**config.mk**
```make
export PLATFORM = sky130hd
export DESIGN_NAME = sobel_csr
export DESIGN_NICKNAME = d
export VERILOG_FILES = /design/src/sv/sobel_pkg.sv /design/src/sv/sobel_csr.sv
export SDC_FILE = /design/constraint.sdc
export NUM_CORES = 1
export LEC_CHECK = 0
export ABC_AREA = 0
export BUFFER_PORTS_ARGS = -buffer_cell sky130_fd_sc_hd__buf_2
export CORE_MARGIN = 2
export CORE_UTILIZATION = 40
export DETAILED_ROUTE_END_ITERATION = 16
export GPL_TIMING_DRIVEN = 1
export PLACE_DENSITY = 0.77
export SYNTH_ARGS = -nofsm -noshare
export SYNTH_HDL_FRONTEND = slang
export SYNTH_SLANG_ARGS = --single-unit
```
**constraint.sdc**
```tcl
create_clock -name clock -period 1 [get_ports clock]
set_clock_uncertainty 0.05 [all_clocks]
set_input_delay 0.2 -clock clock [delete_from_list [all_inputs] [get_ports clock]]
set_output_delay 0.2 -clock clock [all_outputs]
set_load 0.03 [all_outputs]
```
**src/sv/sobel_pkg.sv**
```systemverilog
// ----------------------------------------------------------------------------
// sobel_pkg
// Shared types and constants of the Sobel edge/threshold block.
// ----------------------------------------------------------------------------
package sobel_pkg;

   // configuration register file
   localparam int CFG_W    = 11;
   localparam int CSR_AW   = 4;
   localparam int CSR_DW   = 32;

   localparam logic [1:0] REG_FRAME_WIDTH    = 2'd0;
   localparam logic [1:0] REG_FRAME_HEIGHT   = 2'd1;
   localparam logic [1:0] REG_EDGE_THRESHOLD = 2'd2;

   localparam logic [CFG_W-1:0] RST_FRAME_WIDTH    = 11'd1024;
   localparam logic [CFG_W-1:0] RST_FRAME_HEIGHT   = 11'd1024;
   localparam logic [CFG_W-1:0] RST_EDGE_THRESHOLD = 11'd200;

   // input opcodes
   localparam logic OP_PIXEL = 1'b0;
   localparam logic OP_FLUSH = 1'b1;

   // result values
   localparam int              EDGE_W   = 8;
   localparam logic [EDGE_W-1:0] EDGE_ON  = 8'd255;
   localparam logic [EDGE_W-1:0] EDGE_OFF = 8'd0;

   // flags that travel with a transaction from the control stage to the kernel
   typedef struct packed {
      logic pix_en;    // real pixel: update window and line buffers
      logic emit;      // transaction produces a result
      logic interior;  // result pixel is off the frame border
      logic last;      // result is the final one of the frame
   } stage_flags_type;

endpackage

```
**src/sv/sobel_csr.sv**
```systemverilog
// ----------------------------------------------------------------------------
// sobel_csr
// APB register file: frame size and threshold, with size clamping.
// ----------------------------------------------------------------------------
module sobel_csr #(
   parameter int MAX_WIDTH  = 1024,
   parameter int MAX_HEIGHT = 1024
) (
   input  logic                                clock,
   input  logic                                reset,
   input  logic                                csr_psel,
   input  logic                                csr_penable,
   input  logic                                csr_pwrite,
   input  logic [sobel_pkg::CSR_AW-1:0]        csr_paddr,
   input  logic [sobel_pkg::CSR_DW-1:0]        csr_pwdata,
   output logic [sobel_pkg::CSR_DW-1:0]        csr_prdata,
   output logic                                csr_pready,
   output logic [$clog2(MAX_WIDTH+1)-1:0]      width_eff,
   output logic [$clog2(MAX_HEIGHT+1)-1:0]     height_eff,
   output logic [sobel_pkg::CFG_W-1:0]         threshold,
   output logic                                restart
);
   import sobel_pkg::*;

   localparam int W_W = $clog2(MAX_WIDTH+1);
   localparam int H_W = $clog2(MAX_HEIGHT+1);

   logic [CFG_W-1:0] width_ff,  width_in;
   logic [CFG_W-1:0] height_ff, height_in;
   logic [CFG_W-1:0] thr_ff,    thr_in;
   logic             wr_stb;
   logic [1:0]       reg_idx;
   logic [31:0]      w32, h32;

   assign reg_idx    = csr_paddr[3:2];
   assign wr_stb     = csr_psel && csr_penable && csr_pwrite;
   assign csr_pready = 1'b1;

   always_comb begin
      width_in  = width_ff;
      height_in = height_ff;
      thr_in    = thr_ff;
      restart   = 1'b0;
      if (wr_stb) begin
         case (reg_idx)
            REG_FRAME_WIDTH: begin
               width_in = csr_pwdata[CFG_W-1:0];
               restart  = 1'b1;
            end
            REG_FRAME_HEIGHT: begin
               height_in = csr_pwdata[CFG_W-1:0];
               restart   = 1'b1;
            end
            REG_EDGE_THRESHOLD: begin
               thr_in = csr_pwdata[CFG_W-1:0];
            end
            default: begin
            end
         endcase
      end
   end

   always_ff @(posedge clock) begin
      if (reset) begin
         width_ff  <= RST_FRAME_WIDTH;
         height_ff <= RST_FRAME_HEIGHT;
         thr_ff    <= RST_EDGE_THRESHOLD;
      end else begin
         width_ff  <= width_in;
         height_ff <= height_in;
         thr_ff    <= thr_in;
      end
   end

   always_comb begin
      case (reg_idx)
         REG_FRAME_WIDTH:    csr_prdata = CSR_DW'(width_ff);
         REG_FRAME_HEIGHT:   csr_prdata = CSR_DW'(height_ff);
         REG_EDGE_THRESHOLD: csr_prdata = CSR_DW'(thr_ff);
         default:            csr_prdata = '0;
      endcase
   end

   // effective sizes clamp to 3..MAX
   always_comb begin
      w32 = 32'(width_ff);
      if (w32 < 32'd3) begin
         w32 = 32'd3;
      end else if (w32 > 32'(MAX_WIDTH)) begin
         w32 = 32'(MAX_WIDTH);
      end
      h32 = 32'(height_ff);
      if (h32 < 32'd3) begin
         h32 = 32'd3;
      end else if (h32 > 32'(MAX_HEIGHT)) begin
         h32 = 32'(MAX_HEIGHT);
      end
   end

   assign width_eff  = w32[W_W-1:0];
   assign height_eff = h32[H_W-1:0];
   assign threshold  = thr_ff;
endmodule

```
==> impl_metrics.sql <==
INSERT INTO impl_metrics (metric_group, metric, value, unit) VALUES
('pwr', 'p_sw', '0.856', 'mW'),
('grt', 'grt_start_max_net_pins', '31', ''),
('place', 'routabilityCongestion', '0.822', ''),
('pwr', 'power.total', '3.24', 'mW'),
('finish', 'flow.area_growth_from_synthesis', '76.5', '%'),
('pwr', 'share_comb_of_total_power', '0.192', ''),
('finish', 'number_of_nets_in_the_final_layout', '354', ''),
('place', 'placed_cell_area', '2790', 'µm²'),
('outcome', 'status', 'finished with violations', ''),
('worst_setup_path', 'worstSetupStartpointType', 'flip-flop', ''),
('sta', 'post-route-min-period', '1.61', 'ns'),
('worst_setup_path', 'critical_path.reg2reg.startpoint', 'width_ff[9]', ''),
('grt', 'grt_first_pass_wirelength', '8920', 'µm'),
('worst_setup_path', 'cpPeakStageDelay', '0.38', 'ns'),
('routing', 'drt_wl_total', '5830', 'µm'),
('clock_tree', 'ctsLongestPathBuffers', '2', ''),
('grt', 'via_count_of_the_first_global_routing_pass', '1804', ''),
('clock_tree', 'postCtsHoldBufs', '0', ''),
('routing', 'wl_per_cell', '15.3', 'µm'),
('pwr', 'power_frac_seq', '0.410', ''),
('pwr', 'worst_ir_drop_on_vdd', '452', 'µV'),
('die', 'die_area', '5470', 'µm²'),
('grt', 'gr-total-overflow', '0', ''),
('pwr', 'static_leakage', '1.49', 'nW'),
('finish', 'multiInputGateArea', '1440', 'µm²'),
('worst_setup_path', 'r2r_slack', '0.15', 'ns'),
('worst_setup_path', 'crit_type', 'flip-flop to output port', ''),
('finish', 'diodes', '0', ''),
('sta', 'report.final.setup_viol', '44', ''),
('worst_setup_path', 'critical_path.slowest_cell', 'sky130_fd_sc_hd__nor4_4', ''),
('worst_setup_path', 'worst_setup_path_end_kind', 'output port', ''),
('min_path', 'whs_path_depth', '3', ''),
('place', 'hpwlAfterDp', '3890', 'µm'),
('worst_setup_path', 'r2r_cells', '4', ''),
('place', 'io_buffers', '62', ''),
('worst_setup_path', 'timing.critical_path.cells', 'nor4_4 > a21oi_2 > nor2_4 > buf_6', ''),
('clock_tree', 'clock_tree_from_tritoncts', 'yes', ''),
('die', 'fp.coreArea', '4720', 'µm²'),
('sta', 'worst_slack', '-0.611', 'ns'),
('pwr', 'p_int', '2.38', 'mW'),
('routing', 'first_pass_iters', '5', ''),
('min_path', 'timing.hold.worst.start', 'csr_pwdata[10]', ''),
('clock_tree', 'cts_root_buffer', 'sky130_fd_sc_hd__clkbuf_8', ''),
('clock_tree', 'cts_num_sinks', '33', ''),
('logic_synthesis', 'yosysWarningCount', '0', ''),
('logic_synthesis', 'syn_area', '1960', 'µm²'),
('worst_setup_path', 'r2r_end', 'width_ff[9]', ''),
('clock_tree', 'cts-buffers-inserted', '5', ''),
('job', 'timing.max_cap.violations', '0', ''),
('sta', 'fmax', '621', 'MHz'),
('routing', 'ant_nets', '0', ''),
('logic_synthesis', 'post_synth_num_cell_types', '21', ''),
('place', 'place_ws', '-0.469', 'ns'),
('clock_tree', 'insertion_delay', '0.28', 'ns'),
('outcome', 'failing_checks', 'setup timing', ''),
('logic_synthesis', 'synthesis.instances', '222', ''),
('clock_tree', 'clock_edge_transition_at_the_registers_on_the_reported_setup_and_hold_paths', '0.07', 'ns'),
('die', 'dieHeight', '74.0', 'µm'),
('logic_synthesis', 'synth_seq_cells', '33', ''),
('min_path', 'hold_path.class', 'primary input to flip-flop', ''),
('routing', 'routed-via-count', '1831', ''),
('worst_setup_path', 'endpoint_required_time_on_the_critical_path', '0.75', 'ns'),
('pwr', 'power_per_cell_area', '936', 'nW/µm²'),
('sta', 'final_min_period_over_clock_period', '1.61', ''),
('sta', 'timing_max_transition_violations_final', '0', ''),
('finish', 'layout.area.seq', '732', 'µm²'),
('finish', 'final_cell_area', '3460', 'µm²'),
('sta', 'grt_setup_unrepaired', 'yes', ''),
('finish', 'final_core_utilization', '0.732', ''),
('grt', 'grt_antenna_before_repair', '0', ''),
('routing', 'drt_drc_violations_left', '0', '');
-- per-stage QoR --
stage,std cells,setup TNS [ns]
final,381,-11.26
after global routing,381,-12.80
after CTS,379,-11.46
after detailed placement,369,-16.19
after global placement,369,-14.94
after floorplan,242,-3.77
-- cell usage after synthesis --
master	n	area, µm²
sky130_fd_sc_hd__a21oi_1	4	20.0
sky130_fd_sc_hd__nand4_1	1	6.26
sky130_fd_sc_hd__clkbuf_1	9	33.8
sky130_fd_sc_hd__buf_6	2	22.5
sky130_fd_sc_hd__nand2_1	11	41.3
sky130_fd_sc_hd__dfxtp_1	33	661
sky130_fd_sc_hd__conb_1	2	7.51
sky130_fd_sc_hd__nand2b_1	40	250
sky130_fd_sc_hd__buf_4	23	173
sky130_fd_sc_hd__nor2b_1	16	100
sky130_fd_sc_hd__nor3b_1	1	7.51
sky130_fd_sc_hd__nor2_1	13	48.8
sky130_fd_sc_hd__and4b_2	1	11.3
sky130_fd_sc_hd__nor3_4	1	16.3
sky130_fd_sc_hd__nand3_1	1	5.00
sky130_fd_sc_hd__buf_2	3	15.0
sky130_fd_sc_hd__o21ai_0	11	55.1
sky130_fd_sc_hd__nor4_1	4	25.0
sky130_fd_sc_hd__nand2_2	1	6.26
sky130_fd_sc_hd__mux2i_1	44	440
sky130_fd_sc_hd__nor2b_4	1	13.8
-- placed cells by master (no fill, tap or decap), types with 4 or more instances in the layout --
master and count:
sky130_fd_sc_hd__nand2b_1 39, sky130_fd_sc_hd__nand2_1 11, sky130_fd_sc_hd__buf_12 7, sky130_fd_sc_hd__buf_8 4, sky130_fd_sc_hd__clkbuf_8 6, sky130_fd_sc_hd__nor2b_4 17
sky130_fd_sc_hd__o21ai_2 11, sky130_fd_sc_hd__buf_6 64, sky130_fd_sc_hd__buf_2 12, sky130_fd_sc_hd__nor4_4 4, sky130_fd_sc_hd__buf_4 14, sky130_fd_sc_hd__nor2_1 9
sky130_fd_sc_hd__a21oi_2 4, sky130_fd_sc_hd__mux2i_1 40, sky130_fd_sc_hd__nor2_4 4, sky130_fd_sc_hd__conb_1 22, sky130_fd_sc_hd__dfxtp_2 21, sky130_fd_sc_hd__dfxtp_4 12
-- kinds of logic after synthesis --
family / count (synthesis) / share of synthesized area
AOI/OAI and AO/OA: 15 / 0.0383
and+or+nand+nor: 91 / 0.271
buffers and inverters: 37 / 0.125
muxes: 44 / 0.225
DFF: 33 / 0.337
other: 2 / 0.00383
-- worst max-delay path, delay by kind of cell, from the launching register on --
kind	cells	cell delay (ns)
and+or+nand+nor	2	0.48
DFF	1	0.34
AOI/OAI and AO/OA	1	0.13
buffers and inverters	1	0.13
-- area by class of cell --
class / count / share of cell area
Clock buffer: 7 / 0.0250
Clock inverter: 1 / 0.00868
Multi-Input combinational cell: 172 / 0.416
Sequential cell: 33 / 0.212
Tap cell: 67 / 0.0242
Timing Repair Buffer: 101 / 0.314
-- sequential cells by signal, summed over array words and instances (netlist names) --
| name | count |
|---|---|
| height_ff | 11 |
| threshold | 11 |
| width_ff | 11 |
-- what timing repair did --
item	in CTS	in global routing
pin swaps	12	4
gates resized for setup	154	19
hold endpoints to repair	0	0
setup buffers	2	3
setup endpoints to repair	56	52
-- worst max-delay path by stage --
stage	end	slack (ns)	startpoint
5_1_grt	height_eff[0]	-0.67	height_ff[5]
2_1_floorplan	height_eff[0]	-0.20	height_ff[9]
3_3_place_gp	csr_prdata[3]	-0.44	csr_paddr[2]
3_5_place_dp	csr_prdata[3]	-0.47	csr_paddr[2]
4_1_cts	height_eff[1]	-0.64	height_ff[7]
6_report	height_eff[1]	-0.61	height_ff[7]
-- metal layers --
metal | GRT usage | vias to the layer above | part of all wire | routed length [µm]
li1 | - | 876 | - | -
met1 | 0.254 | 881 | 0.42 | 2440
met2 | 0.396 | 68 | 0.52 | 3030
met3 | 0.0488 | 6 | 0.051 | 296
met4 | 0.0505 | 0 | 0.012 | 72
met5 | 0 | - | 0 | 0
-- power by group through the flow --
stage,registers [mW],clock network [mW],logic (mW)
final,1.33,1.29,0.622
after global routing,1.33,1.37,0.656
after CTS,1.34,1.32,0.600
after detailed placement,1.38,0,0.543
after global placement,1.38,0,0.537
after floorplan,1.39,0,0.436
(Power assumes the default switching activity.)
