<file path="src/sv/sobel_pkg.sv">
// ----------------------------------------------------------------------------
// sobel_pkg
// Shared types and constants of the Sobel edge/threshold block.
// ----------------------------------------------------------------------------
package sobel_pkg;

   // configuration register file
   localparam int CFG_W    = 11;
   localparam int CSR_AW   = 4;
   localparam int CSR_DW   = 32;

   localparam logic [1:0] REG_FRAME_WIDTH    = 2'd0;
   localparam logic [1:0] REG_FRAME_HEIGHT   = 2'd1;
   localparam logic [1:0] REG_EDGE_THRESHOLD = 2'd2;

   localparam logic [CFG_W-1:0] RST_FRAME_WIDTH    = 11'd1024;
   localparam logic [CFG_W-1:0] RST_FRAME_HEIGHT   = 11'd1024;
   localparam logic [CFG_W-1:0] RST_EDGE_THRESHOLD = 11'd200;

   // input opcodes
   localparam logic OP_PIXEL = 1'b0;
   localparam logic OP_FLUSH = 1'b1;

   // result values
   localparam int              EDGE_W   = 8;
   localparam logic [EDGE_W-1:0] EDGE_ON  = 8'd255;
   localparam logic [EDGE_W-1:0] EDGE_OFF = 8'd0;

   // flags that travel with a transaction from the control stage to the kernel
   typedef struct packed {
      logic pix_en;    // real pixel: update window and line buffers
      logic emit;      // transaction produces a result
      logic interior;  // result pixel is off the frame border
      logic last;      // result is the final one of the frame
   } stage_flags_type;

endpackage

</file>
<file path="src/sv/sobel_if.sv">


interface sobel_rsp_if;
   import sobel_pkg::*;
   logic              valid;
   logic              ready;
   logic [EDGE_W-1:0] edge_value;
   logic              frame_last;

   modport source (output valid, output edge_value, output frame_last, input ready);
   modport sink   (input valid, input edge_value, input frame_last, output ready);
endinterface

</file>
<file path="src/sv/sobel_kernel.sv">
// ----------------------------------------------------------------------------
// sobel_kernel
// 3x3 window, Sobel gradient magnitude, threshold and the result register.
// ----------------------------------------------------------------------------
module sobel_kernel #(
   parameter int MAX_WIDTH  = 1024,
   parameter int PIXEL_BITS = 8
) (
   input  logic                              clock,
   input  logic                              reset,
   input  logic                              s1_valid,
   input  sobel_pkg::stage_flags_type        s1_flags,
   input  logic [PIXEL_BITS-1:0]             s1_pixel,
   input  logic [$clog2(MAX_WIDTH)-1:0]      s1_col,
   input  logic [2*PIXEL_BITS-1:0]           ram_rd_data,
   input  logic [sobel_pkg::CFG_W-1:0]       threshold,
   output logic                              s1_fire,
   output logic                              ram_wr_en,
   output logic [$clog2(MAX_WIDTH)-1:0]      ram_wr_addr,
   output logic [2*PIXEL_BITS-1:0]           ram_wr_data,
   sobel_rsp_if.source                       rsp
);
   import sobel_pkg::*;

   localparam int P     = PIXEL_BITS;
   localparam int MAG_W = P + 3;
   localparam int CMP_W = (MAG_W > CFG_W) ? MAG_W : CFG_W;

   logic [P-1:0] win_ff [3][2];   // [row][col], col 1 is the newer
   logic [P-1:0] col_new [3];

   logic              out_valid_ff, out_valid_in;
   logic [EDGE_W-1:0] edge_ff;
   logic              last_ff;

   logic              load;
   logic [P+1:0]      gx_pos, gx_neg, gy_pos, gy_neg;
   logic signed [P+2:0] gx, gy;
   logic [P+1:0]      ax, ay;
   logic [MAG_W-1:0]  mag;
   logic [EDGE_W-1:0] edge_val;

   assign col_new[0] = ram_rd_data[2*P-1:P];
   assign col_new[1] = ram_rd_data[P-1:0];
   assign col_new[2] = s1_pixel;

   assign s1_fire = s1_valid && (!s1_flags.emit || !out_valid_ff || rsp.ready);
   assign load    = s1_fire && s1_flags.emit;

   // upper row takes the old middle row, middle row takes the new pixel
   assign ram_wr_en   = s1_fire && s1_flags.pix_en;
   assign ram_wr_addr = s1_col;
   assign ram_wr_data = {col_new[1], s1_pixel};

   always_comb begin
      gx_pos = {2'b00, col_new[0]} + {1'b0, col_new[1], 1'b0} + {2'b00, col_new[2]};
      gx_neg = {2'b00, win_ff[0][0]} + {1'b0, win_ff[1][0], 1'b0} + {2'b00, win_ff[2][0]};
      gy_pos = {2'b00, win_ff[0][0]} + {1'b0, win_ff[0][1], 1'b0} + {2'b00, col_new[0]};
      gy_neg = {2'b00, win_ff[2][0]} + {1'b0, win_ff[2][1], 1'b0} + {2'b00, col_new[2]};
      gx = $signed({1'b0, gx_pos}) - $signed({1'b0, gx_neg});
      gy = $signed({1'b0, gy_pos}) - $signed({1'b0, gy_neg});
      ax = gx[P+2] ? (P+2)'(-gx) : gx[P+1:0];
      ay = gy[P+2] ? (P+2)'(-gy) : gy[P+1:0];
      mag = {1'b0, ax} + {1'b0, ay};
      edge_val = EDGE_OFF;
      if (s1_flags.interior && (CMP_W'(mag) > CMP_W'(threshold))) begin
         edge_val = EDGE_ON;
      end
   end

   always_ff @(posedge clock) begin
      if (ram_wr_en) begin
         for (int r = 0; r < 3; r++) begin
            win_ff[r][0] <= win_ff[r][1];
            win_ff[r][1] <= col_new[r];
         end
      end
   end

   always_comb begin
      out_valid_in = out_valid_ff;
      if (rsp.ready) begin
         out_valid_in = 1'b0;
      end
      if (load) begin
         out_valid_in = 1'b1;
      end
   end

   always_ff @(posedge clock) begin
      if (reset) begin
         out_valid_ff <= 1'b0;
      end else begin
         out_valid_ff <= out_valid_in;
      end
   end

   always_ff @(posedge clock) begin
      if (load) begin
         edge_ff <= edge_val;
         last_ff <= s1_flags.last;
      end
   end

   assign rsp.valid      = out_valid_ff;
   assign rsp.edge_value = edge_ff;
   assign rsp.frame_last = last_ff;
endmodule

</file>
<file path="src/flat_wrapper.sv">
// flat-port wrapper written by rule: the top's interface ports become plain ports
module sobel_kernel_flat import sobel_pkg::*;
#(
   parameter int MAX_WIDTH  = 1024,
   parameter int PIXEL_BITS = 8
)
  (clock, reset, s1_valid, s1_flags, s1_pixel, s1_col, ram_rd_data, threshold, s1_fire, ram_wr_en, ram_wr_addr, ram_wr_data, rsp_valid, rsp_edge_value, rsp_frame_last, rsp_ready);
  sobel_rsp_if rsp_i ();
  input  logic clock;
  input  logic reset;
  input  logic s1_valid;
  input  sobel_pkg::stage_flags_type s1_flags;
  input  logic [PIXEL_BITS-1:0] s1_pixel;
  input  logic [$clog2(MAX_WIDTH)-1:0] s1_col;
  input  logic [2*PIXEL_BITS-1:0] ram_rd_data;
  input  logic [sobel_pkg::CFG_W-1:0] threshold;
  output logic s1_fire;
  output logic ram_wr_en;
  output logic [$clog2(MAX_WIDTH)-1:0] ram_wr_addr;
  output logic [2*PIXEL_BITS-1:0] ram_wr_data;
  output wire logic [$bits(rsp_i.valid)-1:0] rsp_valid;
  output wire logic [$bits(rsp_i.edge_value)-1:0] rsp_edge_value;
  output wire logic [$bits(rsp_i.frame_last)-1:0] rsp_frame_last;
  input wire logic [$bits(rsp_i.ready)-1:0] rsp_ready;
  assign rsp_valid = rsp_i.valid;
  assign rsp_edge_value = rsp_i.edge_value;
  assign rsp_frame_last = rsp_i.frame_last;
  assign rsp_i.ready = rsp_ready;
  sobel_kernel #(.MAX_WIDTH(MAX_WIDTH), .PIXEL_BITS(PIXEL_BITS)) u_core (.clock(clock), .reset(reset), .s1_valid(s1_valid), .s1_flags(s1_flags), .s1_pixel(s1_pixel), .s1_col(s1_col), .ram_rd_data(ram_rd_data), .threshold(threshold), .s1_fire(s1_fire), .ram_wr_en(ram_wr_en), .ram_wr_addr(ram_wr_addr), .ram_wr_data(ram_wr_data), .rsp(rsp_i));
endmodule
</file>
<file path="config.mk">
export PLATFORM = sky130hd
export DESIGN_NAME = sobel_kernel_flat
export DESIGN_NICKNAME = d
export VERILOG_FILES = /design/src/sv/sobel_pkg.sv /design/src/sv/sobel_if.sv /design/src/sv/sobel_kernel.sv /design/src/flat_wrapper.sv
export SDC_FILE = /design/constraint.sdc
export NUM_CORES = 1
export LEC_CHECK = 0
export ABC_AREA = 1
export BUFFER_PORTS_ARGS = -buffer_cell sky130_fd_sc_hd__buf_2
export CAP_MARGIN = 10
export CORE_MARGIN = 2
export CORE_UTILIZATION = 55
export CTS_CLUSTER_DIAMETER = 80
export DETAILED_ROUTE_END_ITERATION = 16
export PLACE_DENSITY_LB_ADDON = 0.3
export SETUP_SLACK_MARGIN = 0.2
export SLEW_MARGIN = 20
export SYNTH_ARGS = -nofsm -noshare
export SYNTH_HDL_FRONTEND = slang
export SYNTH_SLANG_ARGS = --single-unit
</file>
<file path="constraint.sdc">
create_clock -name clock -period 13.27 [get_ports clock]
set_input_delay 3.3175 -clock clock [delete_from_list [all_inputs] [get_ports clock]]
set_output_delay 3.3175 -clock clock [all_outputs]
set_load 0.1 [all_outputs]
</file>
==> metrics <==
Post-synth ARST share=0%; CP most frequent cell=inv_1; layout cells sized above 1=13.6%; Final Slew Violations=0; Hold Crit Depth=0; Yosys reg bits=51; routed len/inst=between 10 and 15 um; pin count of the biggest net entering global routing=50; hold path start=u_core.win_ff[1][4]; Crit. End Element=flop; worst reg-to-reg setup slack=7.51 ns; total grt overflow=0; register area=1520 um^2; Die H=105 um; Clock Latency Late Sink=0.33 ns; Routed Antenna Nets=0; clk slew on worst S/H paths=0.10 ns; clk sinks=51; starting density of the core=55.8%; detailed placer's ending HPWL=just over 8000 um; DRC=0; status=complete, no violations; Std-Cell Rows=37; Multi-input gate area=between 3000 and 4000 um^2; MaxCap Viol Count=0; HP Class=flop to flop; clock tree from TritonCTS=built; Worst Skew=0.0109 ns; Routability Congestion=roughly 0.85; most frequent cells in the layout=inv_1 (203), nand2_1 (112), buf_2 (70), fa_1 (63), edfxtp_1 (50); DRT Wirelength=9600 um; Syn Area/Cell=between 8 and 9 um^2; vias in the first global route=4125; startpoint types=input port; measured slew at the worst slew-check pin=0.613 ns; syn_nets=between 800 and 900; setup bufs post-CTS=0; Post-Syn Area=5660 um^2; Crit path arrival time=8.55 ns; first-pass GRT wire length=~18000 um; max_slew headroom=59.1%; Period minus WS final=8.45 ns; drt initial violations=127; YS warnings=0; Longest Clk Path Bufs=2; antenna violations before repair=0; hold path endpoint=u_core.win_ff[1][12]; top_reg_cell synth=edfxtp_1; RSZ-0062 raised after global routing=no; number of buffers created by CTS=5; Worst R2R End=u_core.rsp.edge_value[6]; crit share post-route=63.7%; WS Path Type=input port to flop; cell at the slowest stage of the critical path=fa_1; number of synthesized flops with an enable pin=50; commonest non-fill, non-tap cell in the layout=inv_1; # hold bufs at CTS=0; Worst R2R Path Depth=28; port bufs=70; core area=slightly above 10000 um^2; WP data required=13.37 ns; Max Fanout on Critical Path=4; setup_tns=0 ns; final hold vios=0; Vias=3917; vias per cell=4.64; Antenna diodes=0; Layout fillers=approximately 900; highest clock rate=0.118 GHz; die area=between 10000 and 15000 um^2; Synth cell types=30; H-Tree Depth=2; nets@finish=870; CTS-repair resized insts=0; Area growth, synth to finish=7.06%; Gate Count Post-Synth=662; sequential cell area fraction in the yosys report=26.9%; clock root buffer=clkbuf_8; IO Pins=about 90; Worst R2R Start=u_core.win_ff[0][10]; final setup vio count=0; die width=105 um; CP max stage delay=between 0.5 and 0.6 ns; overall routing resource usage=19.9%; drt pass-1 iters=4
## registers in the layout, indices dropped and copies added, names as in the netlist
register,count
u_core.rsp.edge_value,1
u_core.rsp.frame_last,1
u_core.rsp.valid,1
u_core.win_ff,48
## kinds of logic (layout without fill, tap and decap cells)
logic type / Yosys count / after routing / share of synthesized area [%]
AO/OA/AOI/OAI: 37 / 37 / 3.61
XOR/XNOR: 21 / 21 / 3.39
adder cells (fa/ha/maj): 110 / 110 / 32.7
buffers and inverters: 243 / 289 / 18.4
flip-flops: 51 / 51 / 26.9
AND/OR/NAND/NOR: 200 / 200 / 15.0
## final cells by class
type | instances | share of cell area, %
Sequential cell | 51 | 25.1
Clock inverter | 3 | 0.703
Clock buffer | 5 | 1.14
Inverter | 210 | 13.1
Timing Repair Buffer | 71 | 5.91
Multi-Input combinational cell | 368 | 51.3
Tap cell | 136 | 2.81
## worst max-delay path, delay by kind of cell
kind | cells | cell delay (ns)
compound gates | 2 | 0.26
fa+ha+maj | 6 | 2.72
buf+inv | 8 | 0.58
simple gates | 15 | 1.51
xor+xnor | 1 | 0.18
## cells in the mapped netlist (4+ instances only)
cell / count / share of area [%]
nand2_2: 9 / 1.0
xor2_1: 11 / 1.7
nand4_1: 6 / 0.66
inv_1: 203 / 13
buf_4: 33 / 4.4
edfxtp_1: 50 / 27
o21ai_0: 7 / 0.62
ha_1: 47 / 10
nand2_1: 112 / 7.4
a21oi_1: 21 / 1.9
nand3_1: 30 / 2.7
fa_1: 63 / 22
clkinv_1: 4 / 0.27
nor2_1: 34 / 2.3
xnor2_1: 9 / 1.4
## through the flow
stage / cell area (um^2) / util (%) / hold WS (ns) / worst slack [ns] / std cells
final: 6050 / 59.7 / 0.429 / 4.82 / 844
after detailed placement: 5940 / 58.6 / 0.406 / 4.52 / 836
after CTS: 6050 / 59.7 / 0.433 / 4.84 / 844
after floorplan: 5660 / - / 0.400 / 3.20 / 662
after global placement: 5940 / 58.6 / 0.404 / 4.57 / 836
after global routing: 6050 / 59.7 / 0.439 / 4.33 / 844
## layer usage
layer	global-route usage, %	vias to the layer above	part of all wire (%)
li1	-	2028	-
met2	35.0	66	50
met4	7.14	0	2.1
met1	24.3	1807	44
met5	0	-	0
met3	3.77	16	3.5
## how the worst max path moves through the flow
| stage | start | endpoint | slack [ns] | cells after the start |
|---|---|---|---|---|
| final | s1_pixel[2] | u_core.rsp.edge_value[6] | 4.82 | 32 |
| after global routing | s1_pixel[4] | u_core.rsp.edge_value[6] | 4.33 | 35 |
| after CTS | s1_pixel[2] | u_core.rsp.edge_value[6] | 4.84 | 32 |
| after detailed placement | s1_pixel[2] | u_core.rsp.edge_value[6] | 4.52 | 32 |
| after global placement | s1_pixel[2] | u_core.rsp.edge_value[6] | 4.57 | 32 |
| after floorplan | rsp_ready | ram_wr_en | 3.20 | 4 |
Power is not shown: default switching activity piles up to over one toggle a cycle in this logic, so the estimate is an artifact.
