## src/sv/sobel_pkg.sv

```systemverilog
// ----------------------------------------------------------------------------
// sobel_pkg
// Shared types and constants of the Sobel edge/threshold block.
// ----------------------------------------------------------------------------
package sobel_pkg;

   // configuration register file
   localparam int CFG_W    = 11;
   localparam int CSR_AW   = 4;
   localparam int CSR_DW   = 32;

   localparam logic [1:0] REG_FRAME_WIDTH    = 2'd0;
   localparam logic [1:0] REG_FRAME_HEIGHT   = 2'd1;
   localparam logic [1:0] REG_EDGE_THRESHOLD = 2'd2;

   localparam logic [CFG_W-1:0] RST_FRAME_WIDTH    = 11'd1024;
   localparam logic [CFG_W-1:0] RST_FRAME_HEIGHT   = 11'd1024;
   localparam logic [CFG_W-1:0] RST_EDGE_THRESHOLD = 11'd200;

   // input opcodes
   localparam logic OP_PIXEL = 1'b0;
   localparam logic OP_FLUSH = 1'b1;

   // result values
   localparam int              EDGE_W   = 8;
   localparam logic [EDGE_W-1:0] EDGE_ON  = 8'd255;
   localparam logic [EDGE_W-1:0] EDGE_OFF = 8'd0;

   // flags that travel with a transaction from the control stage to the kernel
   typedef struct packed {
      logic pix_en;    // real pixel: update window and line buffers
      logic emit;      // transaction produces a result
      logic interior;  // result pixel is off the frame border
      logic last;      // result is the final one of the frame
   } stage_flags_type;

endpackage

```

## src/sv/sobel_if.sv

```systemverilog
// ----------------------------------------------------------------------------
// sobel_req_if / sobel_rsp_if
// Valid/ready stream channels for pixel input and edge result output.
// ----------------------------------------------------------------------------
interface sobel_req_if #(
   parameter int PIXEL_BITS = 8
);
   logic                  valid;
   logic                  ready;
   logic                  op;
   logic [PIXEL_BITS-1:0] pixel;

   modport source (output valid, output op, output pixel, input ready);
   modport sink   (input valid, input op, input pixel, output ready);
endinterface


```

## src/sv/sobel_ctrl.sv

```systemverilog
// ----------------------------------------------------------------------------
// sobel_ctrl
// Input stage: raster counters, result scheduling and the stage-1 register.
// ----------------------------------------------------------------------------
module sobel_ctrl #(
   parameter int MAX_WIDTH  = 1024,
   parameter int MAX_HEIGHT = 1024,
   parameter int PIXEL_BITS = 8
) (
   input  logic                              clock,
   input  logic                              reset,
   sobel_req_if.sink                         req,
   input  logic [$clog2(MAX_WIDTH+1)-1:0]    width_eff,
   input  logic [$clog2(MAX_HEIGHT+1)-1:0]   height_eff,
   input  logic                              restart,
   input  logic                              s1_fire,
   output logic                              s1_valid,
   output sobel_pkg::stage_flags_type        s1_flags,
   output logic [PIXEL_BITS-1:0]             s1_pixel,
   output logic [$clog2(MAX_WIDTH)-1:0]      s1_col,
   output logic                              rd_en,
   output logic [$clog2(MAX_WIDTH)-1:0]      rd_addr
);
   import sobel_pkg::*;

   localparam int W_W  = $clog2(MAX_WIDTH+1);
   localparam int H_W  = $clog2(MAX_HEIGHT+1);
   localparam int C_W  = $clog2(MAX_WIDTH);
   localparam int OR_W = $clog2(MAX_HEIGHT);

   logic [C_W-1:0]  in_col_ff,  in_col_in;
   logic [H_W-1:0]  in_row_ff,  in_row_in;
   logic [C_W-1:0]  out_col_ff, out_col_in;
   logic [OR_W-1:0] out_row_ff, out_row_in;

   logic                  s1_valid_ff, s1_valid_in;
   stage_flags_type       s1_flags_ff;
   logic [PIXEL_BITS-1:0] s1_pixel_ff;
   logic [C_W-1:0]        s1_col_ff;

   logic            accept;
   logic            all_in;
   logic            pixel_item;
   logic            in_col_wrap;
   logic            out_col_wrap;
   stage_flags_type flags;

   assign req.ready = !s1_valid_ff || s1_fire;
   assign accept    = req.valid && req.ready;

   assign all_in      = in_row_ff >= height_eff;
   assign pixel_item  = (req.op == OP_PIXEL) && !all_in;
   assign in_col_wrap = W_W'(in_col_ff) == (width_eff - W_W'(1));
   assign out_col_wrap = W_W'(out_col_ff) == (width_eff - W_W'(1));

   always_comb begin
      flags.pix_en   = pixel_item;
      // a pixel yields a result once one row plus one pixel has arrived;
      // after the last pixel every item drains one border result
      flags.emit     = pixel_item
                     ? (in_row_ff >= H_W'(2) || (in_row_ff == H_W'(1) && in_col_ff != '0))
                     : all_in;
      flags.interior = pixel_item && in_row_ff >= H_W'(2) && in_col_ff >= C_W'(2);
      flags.last     = out_col_wrap && (H_W'(out_row_ff) == (height_eff - H_W'(1)));
   end

   always_comb begin
      in_col_in  = in_col_ff;
      in_row_in  = in_row_ff;
      out_col_in = out_col_ff;
      out_row_in = out_row_ff;
      if (restart) begin
         in_col_in  = '0;
         in_row_in  = '0;
         out_col_in = '0;
         out_row_in = '0;
      end else if (accept) begin
         if (pixel_item) begin
            if (in_col_wrap) begin
               in_col_in = '0;
               in_row_in = in_row_ff + H_W'(1);
            end else begin
               in_col_in = in_col_ff + C_W'(1);
            end
         end
         if (flags.emit) begin
            if (flags.last) begin
               in_col_in  = '0;
               in_row_in  = '0;
               out_col_in = '0;
               out_row_in = '0;
            end else if (out_col_wrap) begin
               out_col_in = '0;
               out_row_in = out_row_ff + OR_W'(1);
            end else begin
               out_col_in = out_col_ff + C_W'(1);
            end
         end
      end
   end

   always_comb begin
      s1_valid_in = s1_valid_ff;
      if (req.ready) begin
         s1_valid_in = req.valid;
      end
   end

   always_ff @(posedge clock) begin
      if (reset) begin
         in_col_ff   <= '0;
         in_row_ff   <= '0;
         out_col_ff  <= '0;
         out_row_ff  <= '0;
         s1_valid_ff <= 1'b0;
      end else begin
         in_col_ff   <= in_col_in;
         in_row_ff   <= in_row_in;
         out_col_ff  <= out_col_in;
         out_row_ff  <= out_row_in;
         s1_valid_ff <= s1_valid_in;
      end
   end

   always_ff @(posedge clock) begin
      if (accept) begin
         s1_flags_ff <= flags;
         s1_pixel_ff <= req.pixel;
         s1_col_ff   <= in_col_ff;
      end
   end

   // line buffer column is read as the pixel enters; data lines up with stage 1
   assign rd_en    = accept && pixel_item;
   assign rd_addr  = in_col_ff;

   assign s1_valid = s1_valid_ff;
   assign s1_flags = s1_flags_ff;
   assign s1_pixel = s1_pixel_ff;
   assign s1_col   = s1_col_ff;
endmodule

```

## src/flat_wrapper.sv

```systemverilog
// flat-port wrapper written by rule: the top's interface ports become plain ports
module sobel_ctrl_flat import sobel_pkg::*;
#(
   parameter int MAX_WIDTH  = 1024,
   parameter int MAX_HEIGHT = 1024,
   parameter int PIXEL_BITS = 8
)
  (clock, reset, width_eff, height_eff, restart, s1_fire, s1_valid, s1_flags, s1_pixel, s1_col, rd_en, rd_addr, req_valid, req_op, req_pixel, req_ready);
  sobel_req_if #(.PIXEL_BITS(PIXEL_BITS)) req_i ();
  input  logic clock;
  input  logic reset;
  input  logic [$clog2(MAX_WIDTH+1)-1:0] width_eff;
  input  logic [$clog2(MAX_HEIGHT+1)-1:0] height_eff;
  input  logic restart;
  input  logic s1_fire;
  output logic s1_valid;
  output sobel_pkg::stage_flags_type s1_flags;
  output logic [PIXEL_BITS-1:0] s1_pixel;
  output logic [$clog2(MAX_WIDTH)-1:0] s1_col;
  output logic rd_en;
  output logic [$clog2(MAX_WIDTH)-1:0] rd_addr;
  input wire logic [$bits(req_i.valid)-1:0] req_valid;
  input wire logic [$bits(req_i.op)-1:0] req_op;
  input wire logic [$bits(req_i.pixel)-1:0] req_pixel;
  output wire logic [$bits(req_i.ready)-1:0] req_ready;
  assign req_i.valid = req_valid;
  assign req_i.op = req_op;
  assign req_i.pixel = req_pixel;
  assign req_ready = req_i.ready;
  sobel_ctrl #(.MAX_WIDTH(MAX_WIDTH), .MAX_HEIGHT(MAX_HEIGHT), .PIXEL_BITS(PIXEL_BITS)) u_core (.clock(clock), .reset(reset), .req(req_i), .width_eff(width_eff), .height_eff(height_eff), .restart(restart), .s1_fire(s1_fire), .s1_valid(s1_valid), .s1_flags(s1_flags), .s1_pixel(s1_pixel), .s1_col(s1_col), .rd_en(rd_en), .rd_addr(rd_addr));
endmodule
```

## config.mk

```make
export PLATFORM = sky130hd
export DESIGN_NAME = sobel_ctrl_flat
export DESIGN_NICKNAME = d
export VERILOG_FILES = /design/src/sv/sobel_pkg.sv /design/src/sv/sobel_if.sv /design/src/sv/sobel_ctrl.sv /design/src/flat_wrapper.sv
export SDC_FILE = /design/constraint.sdc
export NUM_CORES = 1
export LEC_CHECK = 0
export ABC_AREA = 1
export BUFFER_PORTS_ARGS = -buffer_cell sky130_fd_sc_hd__buf_2
export CORE_MARGIN = 10
export CORE_UTILIZATION = 58
export DETAILED_ROUTE_END_ITERATION = 10
export PLACE_DENSITY = 0.79
export SYNTH_ARGS = -nofsm -noshare
export SYNTH_HDL_FRONTEND = slang
export SYNTH_SLANG_ARGS = --single-unit
```

## constraint.sdc

```tcl
create_clock -name clock -period 2.9 [get_ports clock]
set_input_delay 0.435 -clock clock [delete_from_list [all_inputs] [get_ports clock]]
set_output_delay 0.435 -clock clock [all_outputs]
set_load 0.02 [all_outputs]
```

==> metrics.yaml <==
internal_power_w: 0.001449
cp.required_ns: 2.47
synth_top_area_cell: "dfxtp_1"
dr_wl_met3_mm: 1.138
route.detailed.drc: 0
rsz0062_at_grt: "false"
ioPinCount: 71
hold_ws_ns: 0.2605
outcome: "completed"
cts.hold.buffers_added: 0
skew_ns: 0.01419
syn_inst: 711
wl_met2_mm: 5.743
yosys.area.top_type_share_pct: 18.12
finalSetupViolCount: 0
drtPass1Iterations: 5
cts_buffers: 9
final_core_util_pct: 68.77
arrival_ns: 2.25
pwr-share-seq_pct: 47.1
postPlaceCellArea_um2: 5120
wl_per_cell_um: 14.41
power.density_nw_per_um2: 377.7
start_kind: "register"
nNetsFinal: 849
via_per_inst: 5.369
cts_buffer_depth: 2
cts_tree: "yes"
cap_viol_max_count: 0
drv_slew: 0
synth_cell_types: 38
drtAntennaViolNets: 0
switching_share_pct: 28.15
drive_above_1_share_pct: 17.44
endpoint_kind: "output port"
clk_pin_slew_worst_paths_ns: 0.08
die_w_um: 109.4
grt_pass1_wl_mm: 21.38
grtUsageTotal_pct: 21.96
wl_mm: 12.96
ys_seq_area_share_pct: 32.36
insertion_delay_ns: 0.35
cts_max_level: 3
maxSlewHeadroom_pct: 65.56
hold_class: "in2reg"
syn_to_final_growth_pct: 15.13
num_rows: 32
drt-met1-wl_mm: 5.779
design.core.area_um2: 7767
grt_pass1_vias: 4479
io_buffer_count: 70
combinationalPowerShare_pct: 13.2
ys_ff_latch: 64
dp_hpwl_mm: 10.47
period_share_pct: 92.71
power_frac_clock_pct: 39.7
fmax_mhz: 371.9
maxUsedRoutingLayer: "met4"
finalCriticalPeriod_ns: 2.689
synthTopCellsByArea: "dfxtp_1, nand2_1, edfxtp_1"
place.gp.congestion: 0.9854
antenna_cells: 0
irDropWorstVdd_mv: 0.2457
yosysWarnings: 0
drt-initial-drc-count: 315
worst_pin_slew_ns: 0.5126
fp.dieArea_um2: 11980
fin_area_um2: 5341
root_buffer: "clkbuf_8"
dieHeight_um: 109.4
path_max_fanout: 10
initial_utilization_pct: 59.73
fillers: 687
gr-total-overflow: 0
synth_nets: 768
grt_max_degree: 37
p_leak_nw: 2.473
finalSetupTns_ns: 0
syn_area_um2: 4639
num_vias: 4827
power_w: 0.002017
syn_area_per_cell_um2: 6.525
clock_sinks: 64
hold_violations: 0
power.net_switching_w: 0.0005679
path_class: "reg2out"
antenna_found_initial: 0
[layout make-up]
cell class | instances | area (um2) | share of cell area, %
multi-input cells | 540 | 2736 | 51.23
repair buffers | 74 | 380.4 | 7.121
clock buffers | 10 | 137.6 | 2.577
flip-flops and latches | 64 | 1501 | 28.11
well taps | 102 | 127.6 | 2.389
clock inverters | 6 | 68.82 | 1.288
inverters | 103 | 389.1 | 7.285
[logic make-up after synthesis]
| family | share of synthesized area (%) |
|---|---|
| buffers and inverters | 8.819 |
| AO/OA/AOI/OAI | 4.909 |
| AND/OR/NAND/NOR | 44.85 |
| XOR/XNOR | 3.398 |
| flip-flops | 32.36 |
| adder cells (fa/ha/maj) | 5.663 |
[placed cells by master, fill, tap and decap left out, types with 3 or more instances in the layout]
cell / n
xnor2_1: 5
nor4_1: 3
edfxtp_1: 22
nand3_2: 6
nor2_1: 124
nand2_2: 10
xor2_1: 13
ha_1: 21
clkbuf_8: 10
nand3_1: 70
nor3_1: 17
clkinvlp_4: 4
buf_4: 4
nand4_1: 18
buf_2: 70
nor2_2: 10
inv_2: 6
inv_1: 93
a21oi_1: 17
o21ai_0: 12
dfxtp_1: 42
nor2_4: 6
nand3b_1: 4
o21ai_1: 4
nand2_1: 183
[worst paths after layout]
path / start / depth (start not counted) / to / slack, ns
hold reg to reg: u_core.out_row_ff[2]$_SDFFE_PP0P_ / 2 / u_core.out_row_ff[2]$_SDFFE_PP0P_ / 0.48
setup reg to reg: u_core.in_row_ff[10]$_SDFFE_PP0P_ / 13 / u_core.out_row_ff[4]$_SDFFE_PP0P_ / 0.34
setup / recovery: u_core.in_row_ff[10]$_SDFFE_PP0P_ / 8 / rd_en / 0.21
hold / removal: req_pixel[4] / 1 / u_core.s1_pixel[4]$_DFFE_PP_ / 0.26
[timing repair]
item                                    CTS  global route
resized for setup                         0             2
setup buffers                             0             1
endpoints found under the hold margin     0             0
endpoints found under the setup margin    0             1
[through the flow]
stage | instances | setup WS, ns
6_report | 899 | 0.2114
5_1_grt | 899 | 0.01283
4_1_cts | 898 | 0.06744
3_5_place_dp | 882 | 0.1100
3_3_place_gp | 882 | 0.1018
2_1_floorplan | 711 | 0.4658
[power by group through the flow]
stage	Clock (W)	Sequential (W)	Combinational, W
2_1_floorplan	0	0.000995	0.000144
3_3_place_gp	0	0.000971	0.000261
3_5_place_dp	0	0.000971	0.000264
4_1_cts	0.000805	0.000950	0.000265
5_1_grt	0.000839	0.000952	0.000299
6_report	0.000800	0.000950	0.000267
[cells in the mapped netlist (all sizes together)]
cell / instances
nor4: 3
nor3b: 3
a21o: 2
nand3: 77
edfxtp: 22
clkinv: 4
dfxtp: 42
buf: 2
o211ai: 1
a31oi: 1
nand4: 18
nand2b: 1
xnor2: 5
nand3b: 4
o21ai: 18
nand2: 195
xor2: 13
clkbuf: 2
a21oi: 18
or2: 2
nor3: 17
nor2: 140
ha: 21
inv: 99
o21a: 1
[per-layer routing]
metal | vias to the layer above | global-route usage [%]
met5 | - | 0
met4 | 0 | 8.364
met3 | 37 | 4.096
met2 | 189 | 34.07
met1 | 2160 | 29.68
li1 | 2441 | -
[flip-flops by register name, indices dropped and copies added (netlist names)]
signal and cells:
u_core.s1_col 10, u_core.s1_pixel 8, u_core.in_row_ff 11, u_core.rd_addr 10, u_core.out_col_ff 10, u_core.s1_valid 1
u_core.out_row_ff 10, u_core.s1_flags 4
[worst max-delay path: stages, from the launching register on]
cell,delay (ns)
dfxtp_1,0.41
ha_1,0.27
a21o_1,0.19
nor2_1,0.14
o21ai_0,0.12
nor2_2,0.26
nand2_4,0.15
nor2_2,0.18
buf_2,0.19
Note: power is estimated with default switching activity, not from simulation.
